==> src/hdl/windowed_ipc_quota_controller_core_assert.svh <==
// ----------------------------------------------------------------------------
// Assertion macros for the windowed IPC quota controller
// Concurrent checks that reduce to nothing when NO_ASSERTIONS is defined.
// ----------------------------------------------------------------------------
`ifndef WINDOWED_IPC_QUOTA_CONTROLLER_CORE_ASSERT_SVH
`define WINDOWED_IPC_QUOTA_CONTROLLER_CORE_ASSERT_SVH
`ifndef NO_ASSERTIONS
`define WIQC_ASSERT(lbl, clk, rstn, prop, msg) \
  lbl: assert property (@(posedge clk) disable iff (!rstn) prop) else $error(msg);
`define WIQC_ASSERT_NR(lbl, clk, prop, msg) \
  lbl: assert property (@(posedge clk) prop) else $error(msg);
`else
`define WIQC_ASSERT(lbl, clk, rstn, prop, msg)
`define WIQC_ASSERT_NR(lbl, clk, prop, msg)
`endif
`endif

==> src/hdl/wiqc_pkg.sv <==
// ----------------------------------------------------------------------------
// wiqc_pkg
// Shared constants of the windowed IPC quota controller.
// ----------------------------------------------------------------------------
package wiqc_pkg;
  localparam int WindowMaxDefault  = 256;
  localparam int SampleBitsDefault = 16;
  localparam int QuotaBits         = 19;
  localparam int GainBits          = 16;
  localparam int GainFrac          = 14;
  localparam int WinLenBits        = 9;
  localparam int CfgDataBits       = 19;

  localparam logic [1:0] CfgWinLen   = 2'd0;
  localparam logic [1:0] CfgMinQuota = 2'd1;
  localparam logic [1:0] CfgMaxQuota = 2'd2;
  localparam logic [1:0] CfgGain     = 2'd3;

  localparam logic [1:0] ActNone    = 2'd0;
  localparam logic [1:0] ActRaise   = 2'd1;
  localparam logic [1:0] ActCutHigh = 2'd2;
  localparam logic [1:0] ActCutLow  = 2'd3;

  localparam logic [WinLenBits-1:0] WinLenReset = 9'd16;
  localparam logic [QuotaBits-1:0]  MinQuotaReset = 19'd5000;
  localparam logic [QuotaBits-1:0]  MaxQuotaReset = 19'd400000;
  localparam logic [GainBits-1:0]   GainReset = 16'd18022;
endpackage

==> src/hdl/wiqc_divider.sv <==
// ----------------------------------------------------------------------------
// wiqc_divider
// Bit-serial restoring divider, one quotient bit per cycle.
// ----------------------------------------------------------------------------
module wiqc_divider #(
  parameter int NumBits = 40,
  parameter int DenBits = 13
) (
  input  logic               clk_i,
  input  logic               rst_ni,
  input  logic               start_i,
  input  logic [NumBits-1:0] num_i,
  input  logic [DenBits-1:0] den_i,
  output logic               busy_o,
  output logic [NumBits-1:0] quo_o
);
  localparam int CntBits = $clog2(NumBits + 1);
  logic [NumBits-1:0] quo_q, quo_d;
  logic [DenBits:0]   rem_q, rem_d;
  logic [DenBits-1:0] den_q, den_d;
  logic [CntBits-1:0] cnt_q, cnt_d;
  logic [DenBits:0]   trial;

  always_comb begin
    quo_d = quo_q;
    rem_d = rem_q;
    den_d = den_q;
    cnt_d = cnt_q;
    trial = {rem_q[DenBits-1:0], quo_q[NumBits-1]};
    if (start_i) begin
      quo_d = num_i;
      rem_d = '0;
      den_d = den_i;
      cnt_d = CntBits'(NumBits);
    end else if (cnt_q != '0) begin
      cnt_d = cnt_q - 1'b1;
      if (trial >= {1'b0, den_q}) begin
        rem_d = trial - {1'b0, den_q};
        quo_d = {quo_q[NumBits-2:0], 1'b1};
      end else begin
        rem_d = trial;
        quo_d = {quo_q[NumBits-2:0], 1'b0};
      end
    end
  end

  always_ff @(posedge clk_i or negedge rst_ni) begin
    if (!rst_ni) begin
      cnt_q <= '0;
    end else begin
      cnt_q <= cnt_d;
    end
  end

  always_ff @(posedge clk_i) begin
    quo_q <= quo_d;
    rem_q <= rem_d;
    den_q <= den_d;
  end

  assign busy_o = (cnt_q != '0);
  assign quo_o  = quo_q;
endmodule

==> src/hdl/wiqc_sqrt.sv <==
// ----------------------------------------------------------------------------
// wiqc_sqrt
// Digit-serial integer square root, one result bit per cycle.
// ----------------------------------------------------------------------------
module wiqc_sqrt #(
  parameter int RadBits = 40
) (
  input  logic               clk_i,
  input  logic               rst_ni,
  input  logic               start_i,
  input  logic [RadBits-1:0] rad_i,
  output logic               busy_o,
  output logic [RadBits/2-1:0] root_o
);
  localparam int RootBits = RadBits / 2;
  localparam int CntBits  = $clog2(RootBits + 1);
  logic [RadBits-1:0]  rad_q, rad_d;
  logic [RootBits+1:0] rem_q, rem_d;
  logic [RootBits-1:0] root_q, root_d;
  logic [CntBits-1:0]  cnt_q, cnt_d;
  logic [RootBits+1:0] trial, rsh;

  always_comb begin
    rad_d  = rad_q;
    rem_d  = rem_q;
    root_d = root_q;
    cnt_d  = cnt_q;
    rsh    = {rem_q[RootBits-1:0], rad_q[RadBits-1:RadBits-2]};
    trial  = {root_q, 2'b01};
    if (start_i) begin
      rad_d  = rad_i;
      rem_d  = '0;
      root_d = '0;
      cnt_d  = CntBits'(RootBits);
    end else if (cnt_q != '0) begin
      cnt_d = cnt_q - 1'b1;
      rad_d = {rad_q[RadBits-3:0], 2'b00};
      if (rsh >= trial) begin
        rem_d  = rsh - trial;
        root_d = {root_q[RootBits-2:0], 1'b1};
      end else begin
        rem_d  = rsh;
        root_d = {root_q[RootBits-2:0], 1'b0};
      end
    end
  end

  always_ff @(posedge clk_i or negedge rst_ni) begin
    if (!rst_ni) begin
      cnt_q <= '0;
    end else begin
      cnt_q <= cnt_d;
    end
  end

  always_ff @(posedge clk_i) begin
    rad_q  <= rad_d;
    rem_q  <= rem_d;
    root_q <= root_d;
  end

  assign busy_o = (cnt_q != '0);
  assign root_o = root_q;
endmodule

==> src/hdl/wiqc_serial_mult.sv <==
// ----------------------------------------------------------------------------
// wiqc_serial_mult
// Shift-add multiplier, one multiplier bit per cycle.
// ----------------------------------------------------------------------------
module wiqc_serial_mult #(
  parameter int ABits = 19,
  parameter int BBits = 16
) (
  input  logic                   clk_i,
  input  logic                   rst_ni,
  input  logic                   start_i,
  input  logic [ABits-1:0]       a_i,
  input  logic [BBits-1:0]       b_i,
  output logic                   busy_o,
  output logic [ABits+BBits-1:0] prod_o
);
  localparam int PBits   = ABits + BBits;
  localparam int CntBits = $clog2(BBits + 1);
  logic [PBits-1:0]   acc_q, acc_d;
  logic [ABits-1:0]   a_q, a_d;
  logic [BBits-1:0]   b_q, b_d;
  logic [CntBits-1:0] cnt_q, cnt_d;

  always_comb begin
    acc_d = acc_q;
    a_d   = a_q;
    b_d   = b_q;
    cnt_d = cnt_q;
    if (start_i) begin
      acc_d = '0;
      a_d   = a_i;
      b_d   = b_i;
      cnt_d = CntBits'(BBits);
    end else if (cnt_q != '0) begin
      cnt_d = cnt_q - 1'b1;
      b_d   = {b_q[BBits-2:0], 1'b0};
      acc_d = {acc_q[PBits-2:0], 1'b0} +
              (b_q[BBits-1] ? PBits'(a_q) : PBits'(0));
    end
  end

  always_ff @(posedge clk_i or negedge rst_ni) begin
    if (!rst_ni) begin
      cnt_q <= '0;
    end else begin
      cnt_q <= cnt_d;
    end
  end

  always_ff @(posedge clk_i) begin
    acc_q <= acc_d;
    a_q   <= a_d;
    b_q   <= b_d;
  end

  assign busy_o = (cnt_q != '0);
  assign prod_o = acc_q;
endmodule

==> src/hdl/windowed_ipc_quota_controller_core.sv <==
// ----------------------------------------------------------------------------
// Windowed IPC quota controller core
// Sliding-window mean and deviation of IPC samples drive a quota.
//
//   channel  | signals                               | direction
//   in       | in_valid_i/in_ready_o, ipc_sample_i    | request in
//   out      | out_valid_o/out_ready_i, quota_o...    | request out
//   cfg      | cfg_we_i, cfg_idx_i, cfg_data_i        | write only
//
// After a request is taken the core runs three serial multiplies (four with a
// raise), two divides and a square root in turn before out_valid_o rises.
// One request in flight; the next can be taken in the cycle out_valid_o rises.
// A held result stalls the core only when the next result is ready.
// Reset clears all control state; the sample ring needs no clearing.
// ----------------------------------------------------------------------------
`include "windowed_ipc_quota_controller_core_assert.svh"
module windowed_ipc_quota_controller_core #(
  parameter int WINDOW_MAX  = wiqc_pkg::WindowMaxDefault,
  parameter int SAMPLE_BITS = wiqc_pkg::SampleBitsDefault
) (
  input  logic                              clk_i,
  input  logic                              rst_ni,
  input  logic                              in_valid_i,
  output logic                              in_ready_o,
  input  logic [SAMPLE_BITS-1:0]            ipc_sample_i,
  output logic                              out_valid_o,
  input  logic                              out_ready_i,
  output logic [wiqc_pkg::QuotaBits-1:0]    quota_o,
  output logic [1:0]                        action_o,
  output logic                              refilling_o,
  output logic [SAMPLE_BITS-1:0]            window_mean_o,
  output logic [SAMPLE_BITS-1:0]            window_std_o,
  input  logic                              cfg_we_i,
  input  logic [1:0]                        cfg_idx_i,
  input  logic [wiqc_pkg::CfgDataBits-1:0]  cfg_data_i
);
  localparam int SB    = SAMPLE_BITS;
  localparam int AW    = $clog2(WINDOW_MAX);
  localparam int NB    = $clog2(WINDOW_MAX + 1);
  localparam int SumB  = SB + NB;
  localparam int SqB   = 2 * SB + NB;
  localparam int QB    = wiqc_pkg::QuotaBits;
  localparam int GB    = wiqc_pkg::GainBits;
  localparam int BB    = SB + 2;
  localparam int WLB   = wiqc_pkg::WinLenBits;
  localparam int MA    = (QB > SB) ? QB : SB;
  localparam int MB    = (GB > SB) ? GB : SB;

  localparam logic [3:0] StIdle  = 4'd0;
  localparam logic [3:0] StRead  = 4'd1;
  localparam logic [3:0] StSqOld = 4'd2;
  localparam logic [3:0] StSqNew = 4'd3;
  localparam logic [3:0] StSums  = 4'd4;
  localparam logic [3:0] StDivS  = 4'd5;
  localparam logic [3:0] StDivQ  = 4'd6;
  localparam logic [3:0] StMm    = 4'd7;
  localparam logic [3:0] StSqrt  = 4'd8;
  localparam logic [3:0] StFin   = 4'd9;
  localparam logic [3:0] StRaise = 4'd10;
  localparam logic [3:0] StDone  = 4'd11;

  // configuration
  logic [WLB-1:0] win_len_q;
  logic [QB-1:0]  min_q_q, max_q_q;
  logic [GB-1:0]  gain_q;

  always_ff @(posedge clk_i or negedge rst_ni) begin
    if (!rst_ni) begin
      win_len_q <= wiqc_pkg::WinLenReset;
      min_q_q   <= wiqc_pkg::MinQuotaReset;
      max_q_q   <= wiqc_pkg::MaxQuotaReset;
      gain_q    <= wiqc_pkg::GainReset;
    end else if (cfg_we_i) begin
      unique case (cfg_idx_i)
        wiqc_pkg::CfgWinLen:   win_len_q <= cfg_data_i[WLB-1:0];
        wiqc_pkg::CfgMinQuota: min_q_q   <= cfg_data_i[QB-1:0];
        wiqc_pkg::CfgMaxQuota: max_q_q   <= cfg_data_i[QB-1:0];
        wiqc_pkg::CfgGain:     gain_q    <= cfg_data_i[GB-1:0];
        default: ;
      endcase
    end
  end

  logic [NB-1:0] eff_len;
  always_comb begin
    if (win_len_q == '0) begin
      eff_len = NB'(1);
    end else if (32'(win_len_q) > WINDOW_MAX) begin
      eff_len = NB'(WINDOW_MAX);
    end else begin
      eff_len = NB'(win_len_q);
    end
  end

  // state
  logic [SB-1:0]   ring [WINDOW_MAX];
  logic [AW-1:0]   head_q;
  logic [NB-1:0]   fill_q;
  logic [SumB-1:0] sum_q;
  logic [SqB-1:0]  sumsq_q;
  logic [SB-1:0]   mean_q, std_q;
  logic [BB-1:0]   top_q, rbnd_q, low_q;
  logic [QB-1:0]   quota_q;
  logic            refill_q;
  logic [3:0]      st_q;
  logic [SB-1:0]   smp_q, old_q, rd_q;
  logic [2*SB-1:0] oldsq_q;
  logic [1:0]      act_q;
  logic            slide_q;
  logic [SB-1:0]   mean_n_q;
  logic            ovalid_q;
  logic [QB-1:0]   out_quota_q;
  logic [1:0]      out_act_q;
  logic            out_refill_q;
  logic [SB-1:0]   out_mean_q, out_std_q;

  // serial units; the multiplier and divider are shared between steps
  logic             mul_start, mul_busy, div_start, div_busy, sqr_start, sqr_busy;
  logic [MA-1:0]    mul_a;
  logic [MB-1:0]    mul_b;
  logic [MA+MB-1:0] mul_p;
  logic [SqB-1:0]   div_num, div_quo;
  logic [2*SB-1:0]  sqrt_rad;
  logic [SB-1:0]    sqrt_root;

  wiqc_serial_mult #(.ABits(MA), .BBits(MB)) u_mult (
    .clk_i, .rst_ni, .start_i(mul_start), .a_i(mul_a), .b_i(mul_b),
    .busy_o(mul_busy), .prod_o(mul_p)
  );
  wiqc_divider #(.NumBits(SqB), .DenBits(NB)) u_div (
    .clk_i, .rst_ni, .start_i(div_start), .num_i(div_num), .den_i(fill_q),
    .busy_o(div_busy), .quo_o(div_quo)
  );
  wiqc_sqrt #(.RadBits(2 * SB)) u_sqrt (
    .clk_i, .rst_ni, .start_i(sqr_start), .rad_i(sqrt_rad),
    .busy_o(sqr_busy), .root_o(sqrt_root)
  );

  logic           accept, go_wait, upd_win, cut_now, load_out, out_wait;
  logic [AW-1:0]  old_idx, head_nxt;
  logic [NB:0]    old_sum;
  logic [BB-1:0]  s_ext;
  logic [SqB-1:0] msq_q, var_w;
  logic [SB-1:0]  old_sel;
  logic [1:0]     act_in;

  assign accept     = in_valid_i && in_ready_o;
  assign in_ready_o = (st_q == StIdle);
  assign old_sum    = (NB+1)'(head_q) + (NB+1)'(WINDOW_MAX) - (NB+1)'(fill_q);
  assign old_idx    = (old_sum >= (NB+1)'(WINDOW_MAX)) ?
                      AW'(old_sum - (NB+1)'(WINDOW_MAX)) : AW'(old_sum);
  assign head_nxt   = (32'(head_q) == WINDOW_MAX - 1) ? '0 : head_q + 1'b1;
  assign s_ext      = BB'(ipc_sample_i);
  assign upd_win    = slide_q || (32'(fill_q) < WINDOW_MAX);
  assign cut_now    = (act_q == wiqc_pkg::ActCutHigh) || (act_q == wiqc_pkg::ActCutLow);
  assign old_sel    = (slide_q && !cut_now) ? rd_q : '0;

  always_comb begin
    act_in = wiqc_pkg::ActNone;
    if (!refill_q) begin
      if (s_ext > top_q) begin
        act_in = wiqc_pkg::ActCutHigh;
      end else if ($signed(s_ext) >= $signed(rbnd_q)) begin
        act_in = wiqc_pkg::ActRaise;
      end else if ($signed(s_ext) < $signed(low_q)) begin
        act_in = wiqc_pkg::ActCutLow;
      end
    end
  end

  always_ff @(posedge clk_i) begin
    if (accept) begin
      rd_q <= ring[old_idx];
    end
    if (st_q == StSqNew && !go_wait && upd_win) begin
      ring[head_q] <= smp_q;
    end
  end

  assign var_w = (msq_q > SqB'(mul_p)) ? msq_q - SqB'(mul_p) : '0;
  assign go_wait = mul_busy || div_busy || sqr_busy;

  always_comb begin
    mul_start = 1'b0;
    div_start = 1'b0;
    sqr_start = 1'b0;
    mul_a    = MA'(old_sel);
    mul_b    = MB'(old_sel);
    div_num  = SqB'(sum_q);
    sqrt_rad = var_w[2*SB-1:0];
    unique case (st_q)
      StRead:  mul_start = 1'b1;
      StSqOld: begin
        mul_a = MA'(smp_q);
        mul_b = MB'(smp_q);
        mul_start = !go_wait;
      end
      StSums:  div_start = 1'b1;
      StDivS:  begin
        div_num = sumsq_q;
        div_start = !go_wait;
      end
      StDivQ:  begin
        mul_a = MA'(mean_n_q);
        mul_b = MB'(mean_n_q);
        mul_start = !go_wait;
      end
      StMm:    sqr_start = !go_wait;
      StFin:   begin
        mul_a = MA'(quota_q);
        mul_b = MB'(gain_q);
        mul_start = (act_q == wiqc_pkg::ActRaise);
      end
      default: ;
    endcase
  end

  logic [SqB-1:0] mean_full;
  assign mean_full = div_quo;

  logic [MA+MB-1:0] raised;
  assign raised = mul_p >> wiqc_pkg::GainFrac;

  assign load_out = (st_q == StDone) && (!ovalid_q || out_ready_i);

  always_ff @(posedge clk_i or negedge rst_ni) begin
    if (!rst_ni) begin
      st_q     <= StIdle;
      head_q   <= '0;
      fill_q   <= '0;
      sum_q    <= '0;
      sumsq_q  <= '0;
      mean_q   <= '0;
      std_q    <= '0;
      top_q    <= '0;
      rbnd_q   <= '0;
      low_q    <= '0;
      quota_q  <= wiqc_pkg::MinQuotaReset;
      refill_q <= 1'b1;
      act_q    <= wiqc_pkg::ActNone;
      slide_q  <= 1'b0;
      smp_q    <= '0;
      old_q    <= '0;
      oldsq_q  <= '0;
      mean_n_q <= '0;
      msq_q    <= '0;
    end else begin
      unique case (st_q)
        StIdle: if (accept) begin
          smp_q   <= ipc_sample_i;
          act_q   <= act_in;
          slide_q <= !refill_q;
          st_q    <= StRead;
        end
        StRead: begin
          if (cut_now) begin
            quota_q  <= min_q_q;
            refill_q <= 1'b1;
            slide_q  <= 1'b0;
            fill_q   <= '0;
            head_q   <= '0;
            sum_q    <= '0;
            sumsq_q  <= '0;
          end
          old_q <= old_sel;
          st_q  <= StSqOld;
        end
        StSqOld: if (!go_wait) begin
          // start of the new-sample square latches old square now
          oldsq_q <= mul_p[2*SB-1:0];
          st_q    <= StSqNew;
        end
        StSqNew: if (!go_wait) begin
          if (upd_win) begin
            sum_q   <= sum_q - SumB'(old_q) + SumB'(smp_q);
            sumsq_q <= sumsq_q - SqB'(oldsq_q) + SqB'(mul_p[2*SB-1:0]);
            head_q  <= head_nxt;
            if (!slide_q) fill_q <= fill_q + 1'b1;
          end
          st_q <= StSums;
        end
        StSums: st_q <= StDivS;
        StDivS: if (!go_wait) begin
          mean_n_q <= (mean_full > SqB'({SB{1'b1}})) ? {SB{1'b1}} : mean_full[SB-1:0];
          st_q <= StDivQ;
        end
        StDivQ: if (!go_wait) begin
          msq_q <= div_quo;
          st_q  <= StMm;
        end
        StMm: if (!go_wait) begin
          st_q <= StSqrt;
        end
        StSqrt: if (!go_wait) begin
          mean_q <= mean_n_q;
          std_q  <= sqrt_root;
          st_q   <= StFin;
        end
        StFin: begin
          if (refill_q && fill_q >= eff_len) begin
            refill_q <= 1'b0;
            top_q  <= BB'(mean_q) + BB'({std_q, 1'b0});
            rbnd_q <= BB'(mean_q) - BB'(std_q);
            low_q  <= BB'(mean_q) - BB'({std_q, 1'b0});
          end
          st_q <= StRaise;
        end
        StRaise: if (!go_wait) begin
          if (act_q == wiqc_pkg::ActRaise) begin
            quota_q <= (raised < (MA+MB)'(max_q_q)) ? raised[QB-1:0] : max_q_q;
          end
          st_q <= StDone;
        end
        StDone: if (load_out) begin
          st_q <= StIdle;
        end
        default: st_q <= StIdle;
      endcase
    end
  end

  always_ff @(posedge clk_i or negedge rst_ni) begin
    if (!rst_ni) begin
      ovalid_q     <= 1'b0;
      out_quota_q  <= '0;
      out_act_q    <= wiqc_pkg::ActNone;
      out_refill_q <= 1'b0;
      out_mean_q   <= '0;
      out_std_q    <= '0;
    end else if (load_out) begin
      ovalid_q     <= 1'b1;
      out_quota_q  <= quota_q;
      out_act_q    <= act_q;
      out_refill_q <= refill_q;
      out_mean_q   <= mean_q;
      out_std_q    <= std_q;
    end else if (out_ready_i) begin
      ovalid_q <= 1'b0;
    end
  end

  // the sqrt radicand is msq_q (mean of squares) less the squared mean in mul_p, floored at zero
  assign out_valid_o   = ovalid_q;
  assign quota_o       = out_quota_q;
  assign action_o      = out_act_q;
  assign refilling_o   = out_refill_q;
  assign window_mean_o = out_mean_q;
  assign window_std_o  = out_std_q;
  assign out_wait      = out_valid_o && !out_ready_i;

  `WIQC_ASSERT(a_out_hold, clk_i, rst_ni, out_wait |=> out_valid_o && $stable(quota_o), "lost")
  `WIQC_ASSERT(a_fill_bound, clk_i, rst_ni, (32'(fill_q) <= WINDOW_MAX), "fill count overflow")
  `WIQC_ASSERT(a_ready_idle, clk_i, rst_ni, (accept |=> !in_ready_o), "ready during work")
endmodule
==> config.mk <==
export PLATFORM = sky130hd
export DESIGN_NAME = windowed_ipc_quota_controller_core
export DESIGN_NICKNAME = d
export VERILOG_FILES = /design/src/hdl/wiqc_pkg.sv /design/src/hdl/wiqc_divider.sv /design/src/hdl/wiqc_sqrt.sv /design/src/hdl/wiqc_serial_mult.sv /design/src/hdl/windowed_ipc_quota_controller_core.sv
export VERILOG_INCLUDE_DIRS = /design/src /design/src/hdl
export SDC_FILE = /design/constraint.sdc
export NUM_CORES = 2
export LEC_CHECK = 0
export BUFFER_PORTS_ARGS = -buffer_cell sky130_fd_sc_hd__buf_2
export CAP_MARGIN = 20
export CORE_UTILIZATION = 34
export CTS_CLUSTER_DIAMETER = 100
export DETAILED_ROUTE_END_ITERATION = 8
export GPL_TIMING_DRIVEN = 0
export MAX_ROUTING_LAYER = met4
export SYNTH_ARGS = -nofsm -noshare
export SYNTH_HDL_FRONTEND = slang
export SYNTH_HIERARCHICAL = 1
export SYNTH_SLANG_ARGS = --single-unit
==> constraint.sdc <==
create_clock -name clk_i -period 7.7 [get_ports clk_i]
set_input_delay 0.385 -clock clk_i [delete_from_list [all_inputs] [get_ports clk_i]]
set_output_delay 0.385 -clock clk_i [all_outputs]
set_load 0.1 [all_outputs]
==> results.md <==
- The finished layout holds 19.7k standard cells, fillers aside.
- The final HPWL from detailed placement is 444000 um.
- Synthesis produced 10.6k cells.
- The top-level I/O count is 98.
- At the pin with the least slew margin, the transition time is 1260 ps.
- The total power density per cell area is 350 nW/um^2.
- The die boundary height is 765 um.
- STA puts the critical path data arrival time at 8670 ps.
- The startpoint-to-endpoint class of the critical path is reg2reg.
- The switching fraction of total power is 0.333.
- For this run, the leading register cell type out of synthesis is sky130_fd_sc_hd__edfxtp_1.
- The wire length of the first global-routing pass is 859000 um.
- The count of placed standard cells including taps is 18.8k.
- The number of antenna-violating nets in the routed design is 0.
- In this run the tightest slew margin relative to its limit is 0.159.
- The detailed router finished its first iteration with 15.3k violations.
- The maximum clock rate is 126 MHz.
- Yosys mapped a number of flops with a built-in enable equal to 4229.
- The required time of the worst setup path is 8440 ps.
- The average wire per standard cell is 31.6 um.
- Dividing the synthesized area by the synthesized cell count gives 18.6 um^2.
- The post-route DRC violation count is 0.
- The final critical-path setup slack is -225 ps.
- The count of buffers added on input and output ports is 97.
- The path class of the tightest hold or removal check is in2reg.
- The checks that failed: setup timing.
- The later pin in the worst-skew pair is clocked with a latency of 1100 ps.
- The internal power component is 54.0 mW.
- The via count of the first global-routing pass is 106k.
- The final worst-path cycle share is 1.03.
- The flow ran to the end, but the final reports show violations.
- The share of total power in combinational logic is 0.300.
- The commonest non-fill, non-tap cell in the layout is sky130_fd_sc_hd__edfxtp_1.
- The share of total power dissipated in the clock network is 0.284.
- The static power due to leakage is 78.3 nW.
- Setup repair after global routing could not meet its margin everywhere.
- The floorplan step set the die width to 765 um.
- Entering global routing, the biggest net connects 112 pins.
- The fill cell total of the finished layout is 51.7k.
- The remaining global-route overflow is 0.
- For this design, the sink count on the clock tree is 4753.
- After synthesis, the share of flip-flops with an asynchronous set or reset is 0.0943.
- The area overhead of the layout relative to synthesis is 17.0%.
- The initial antenna violation count is 37.
- The via total after detailed routing is 110k.
- The die covers 585000 um^2.
- IR analysis of the VDD net gives a maximum drop of 0.286 mV.
- For this design the total switching power over the nets is 27.0 mW.
- The share of total power in sequential cells is 0.417.
- The final setup violation count is 214.
- The warning count from the yosys run is 6.
- The clock arrives with 121 ps of skew.
- The top layer used by detailed routing is met4.
- The detailed-route wire length on metal 1 is 248000 um.
- The post-synth design cell area is 198000 um^2.
- TritonCTS created 473 clock buffers.
- The biggest fanout along the worst timing path is 11.
- The cell at the root of the clock tree is sky130_fd_sc_hd__clkbuf_16.
- The share of the Yosys chip area taken by registers is 0.707.
- The placer congestion estimate is 0.937.
- In the layout the commonest cells are sky130_fd_sc_hd__edfxtp_1, sky130_fd_sc_hd__mux4_2, sky130_fd_sc_hd__clkbuf_16, sky130_fd_sc_hd__dfrtp_1, sky130_fd_sc_hd__inv_1.
- The floorplan row count is 279.
- The wire length on met2 is 288000 um.
- The count of maximum capacitance violations is 0.
- The first detailed-routing pass took 6 iterations.
- The wire length on met3 is 61600 um.
- The depth of the CTS H-tree is 5.
- For this run, the post-layout net count is 12.0k.
- The count of final max-slew check failures is 0.
- For this block, the routed nets add up to 624000 um of wire.
- The clock tree from TritonCTS is yes.
- The initial core utilization is 0.342.
- After clock tree synthesis, the clock-pin slew on the worst setup and hold paths is 60 ps.
- The post-placement worst setup slack is -68.4 ps.
- The critical path startpoint category is a flip-flop.
- After detailed routing, the number of vias per cell comes to 5.56.
- The routed design could run at a clock period as short as 7920 ps.
- Synthesis produced a netlist with a net count of 11.0k.
- The global-route usage over all layers is 0.215.
- Of the cells placed in the final design, the portion with a size suffix greater than 1 is 0.273.
- The core region is 578000 um^2.
- The worst setup path is captured at a flip-flop.
- The number of hold violations in the final report is 0.
- In this run, distinct cell masters in the synthesized netlist total 109.
- The clock passes through at most 4 buffers.
- Synthesis inferred 4753 register bits.
power groups by stage:
stage / clock network [mW] / registers (mW) / logic (mW)
after global placement: 0 / 38.9 / 20.0
after detailed placement: 0 / 34.3 / 24.0
final: 23.0 / 33.8 / 24.3
after floorplan: 0 / 35.4 / 13.4
after CTS: 23.2 / 33.7 / 24.1
after global routing: 24.1 / 33.9 / 25.6
timing repair:
item | 4_1_cts | 5_1_grt
hold endpoints to repair | 319 | 0
resized for setup | 1 | 1
endpoints found under the setup margin | 27 | 242
hold buffers | 44 | 0
setup buffers | 0 | 0
cloned | 0 | 0
cell usage after synthesis (71+ instances only):
master                        n  area [um^2]
sky130_fd_sc_hd__a21o_1     120          901
sky130_fd_sc_hd__mux2_2     337         3790
sky130_fd_sc_hd__nor2b_1    121          757
sky130_fd_sc_hd__mux2i_1    142         1420
sky130_fd_sc_hd__clkbuf_1   341         1280
sky130_fd_sc_hd__dfxtp_1     76         1520
sky130_fd_sc_hd__a21oi_1    246         1230
sky130_fd_sc_hd__a211oi_1   183         1370
sky130_fd_sc_hd__mux4_2    1213        27300
sky130_fd_sc_hd__nand3_1    117          586
sky130_fd_sc_hd__nor3_1      83          415
sky130_fd_sc_hd__xnor2_1     95          832
sky130_fd_sc_hd__xor2_1      71          622
sky130_fd_sc_hd__edfxtp_1  4229       127000
sky130_fd_sc_hd__inv_1      402         1510
sky130_fd_sc_hd__nand2_1    355         1330
sky130_fd_sc_hd__ha_1       282         3530
sky130_fd_sc_hd__dfrtp_1    423        10600
sky130_fd_sc_hd__nor2_1     465         1750
sky130_fd_sc_hd__o21ai_0    286         1430
sky130_fd_sc_hd__buf_2      139          696
cell type report:
class / count / area, um^2 / area share
repair buffers: 507 / 7820 / 0.0338
plain buffers: 564 / 2540 / 0.0110
well taps: 7727 / 9670 / 0.0418
multi-input cells: 4898 / 54700 / 0.237
flip-flops and latches: 4753 / 140000 / 0.604
inverters: 405 / 1520 / 0.00657
clock inverters: 287 / 2720 / 0.0118
diodes: 15 / 37.5 / 0.000162
clock buffers: 582 / 12500 / 0.0540
state kept, by name (all words and copies together), names as in the netlist, 17 cells and up:
name and flops:
min_q_q 19, u_mult/a_q 19, ring 4096, sumsq_q 41, quota_q 19, quota_o 19
u_div/quo_o 41, top_q 18, u_sqrt/rad_q 32, u_mult/prod_o 35, msq_q 41, rbnd_q 17
oldsq_q 32, sum_q 25, max_q_q 19
worst max-delay path, cell delays in order (launching register included):
cell and delay [ps]:
sky130_fd_sc_hd__dfrtp_1 390, sky130_fd_sc_hd__inv_1 100, sky130_fd_sc_hd__ha_1 170, sky130_fd_sc_hd__nor4b_2 770
sky130_fd_sc_hd__inv_1 160, sky130_fd_sc_hd__clkbuf_1 320, sky130_fd_sc_hd__buf_1 410, sky130_fd_sc_hd__nor3_1 550
sky130_fd_sc_hd__nand2_1 330, sky130_fd_sc_hd__a21oi_1 750, sky130_fd_sc_hd__clkbuf_1 640, sky130_fd_sc_hd__nand3_1 1100
sky130_fd_sc_hd__clkbuf_2 840, sky130_fd_sc_hd__nor2_2 820, sky130_fd_sc_hd__buf_16 220
metal layers:
layer | GRT usage | up-vias
met2 | 0.329 | 5772
met4 | 0.0755 | 0
met3 | 0.0456 | 1046
met1 | 0.285 | 58100
li1 | - | 44800
met5 | - | -
path summary, 6_finish.rpt:
| kind | cells after the start | to | startpoint | slack, ps |
|---|---|---|---|---|
| setup / recovery | 14 | ring[170][8] | u_mult/cnt_q[0] | -220 |
| setup reg to reg | 14 | ring[170][8] | u_mult/cnt_q[0] | -220 |
| max in group asynchronous | 6 | u_div/cnt_q[1] | rst_ni | 5520 |
| hold / removal | 3 | gain_q[1] | cfg_idx_i[1] | 110 |
| hold reg to reg | 2 | rbnd_q[3] | rbnd_q[3] | 480 |
| min in group asynchronous | 3 | max_q_q[7] | rst_ni | 540 |
stage by stage:
| step | area, um^2 | hold WS (ps) | utilization | power (mW) | setup TNS [ps] |
|---|---|---|---|---|---|
| finish | 231000 | 113 | 0.400 | 81.0 | -17950 |
| global route | 231000 | 88.8 | 0.400 | 83.5 | -17180 |
| CTS | 231000 | 19.6 | 0.400 | 81.0 | -6.64 |
| detailed placement | 216000 | 287 | 0.373 | 58.2 | -2370 |
| global placement | 208000 | 466 | 0.359 | 58.9 | -6420510 |
| floorplan | 198000 | 89.4 | - | 48.7 | 0 |
cell families (layout without fill, tap and decap cells):
kind of cell    Yosys count  after routing  synth area share
flops                  4753           4753             0.707
mux                    1692           1692             0.165
simple gates           1415           1415            0.0338
compound gates         1288           1288            0.0439
buf+inv                 969           2345            0.0202
fa+ha+maj               337            337            0.0234
xor+xnor                166            166           0.00735
other cells               0             15                 0
No activity file was read; power rests on OpenSTA's default activity.
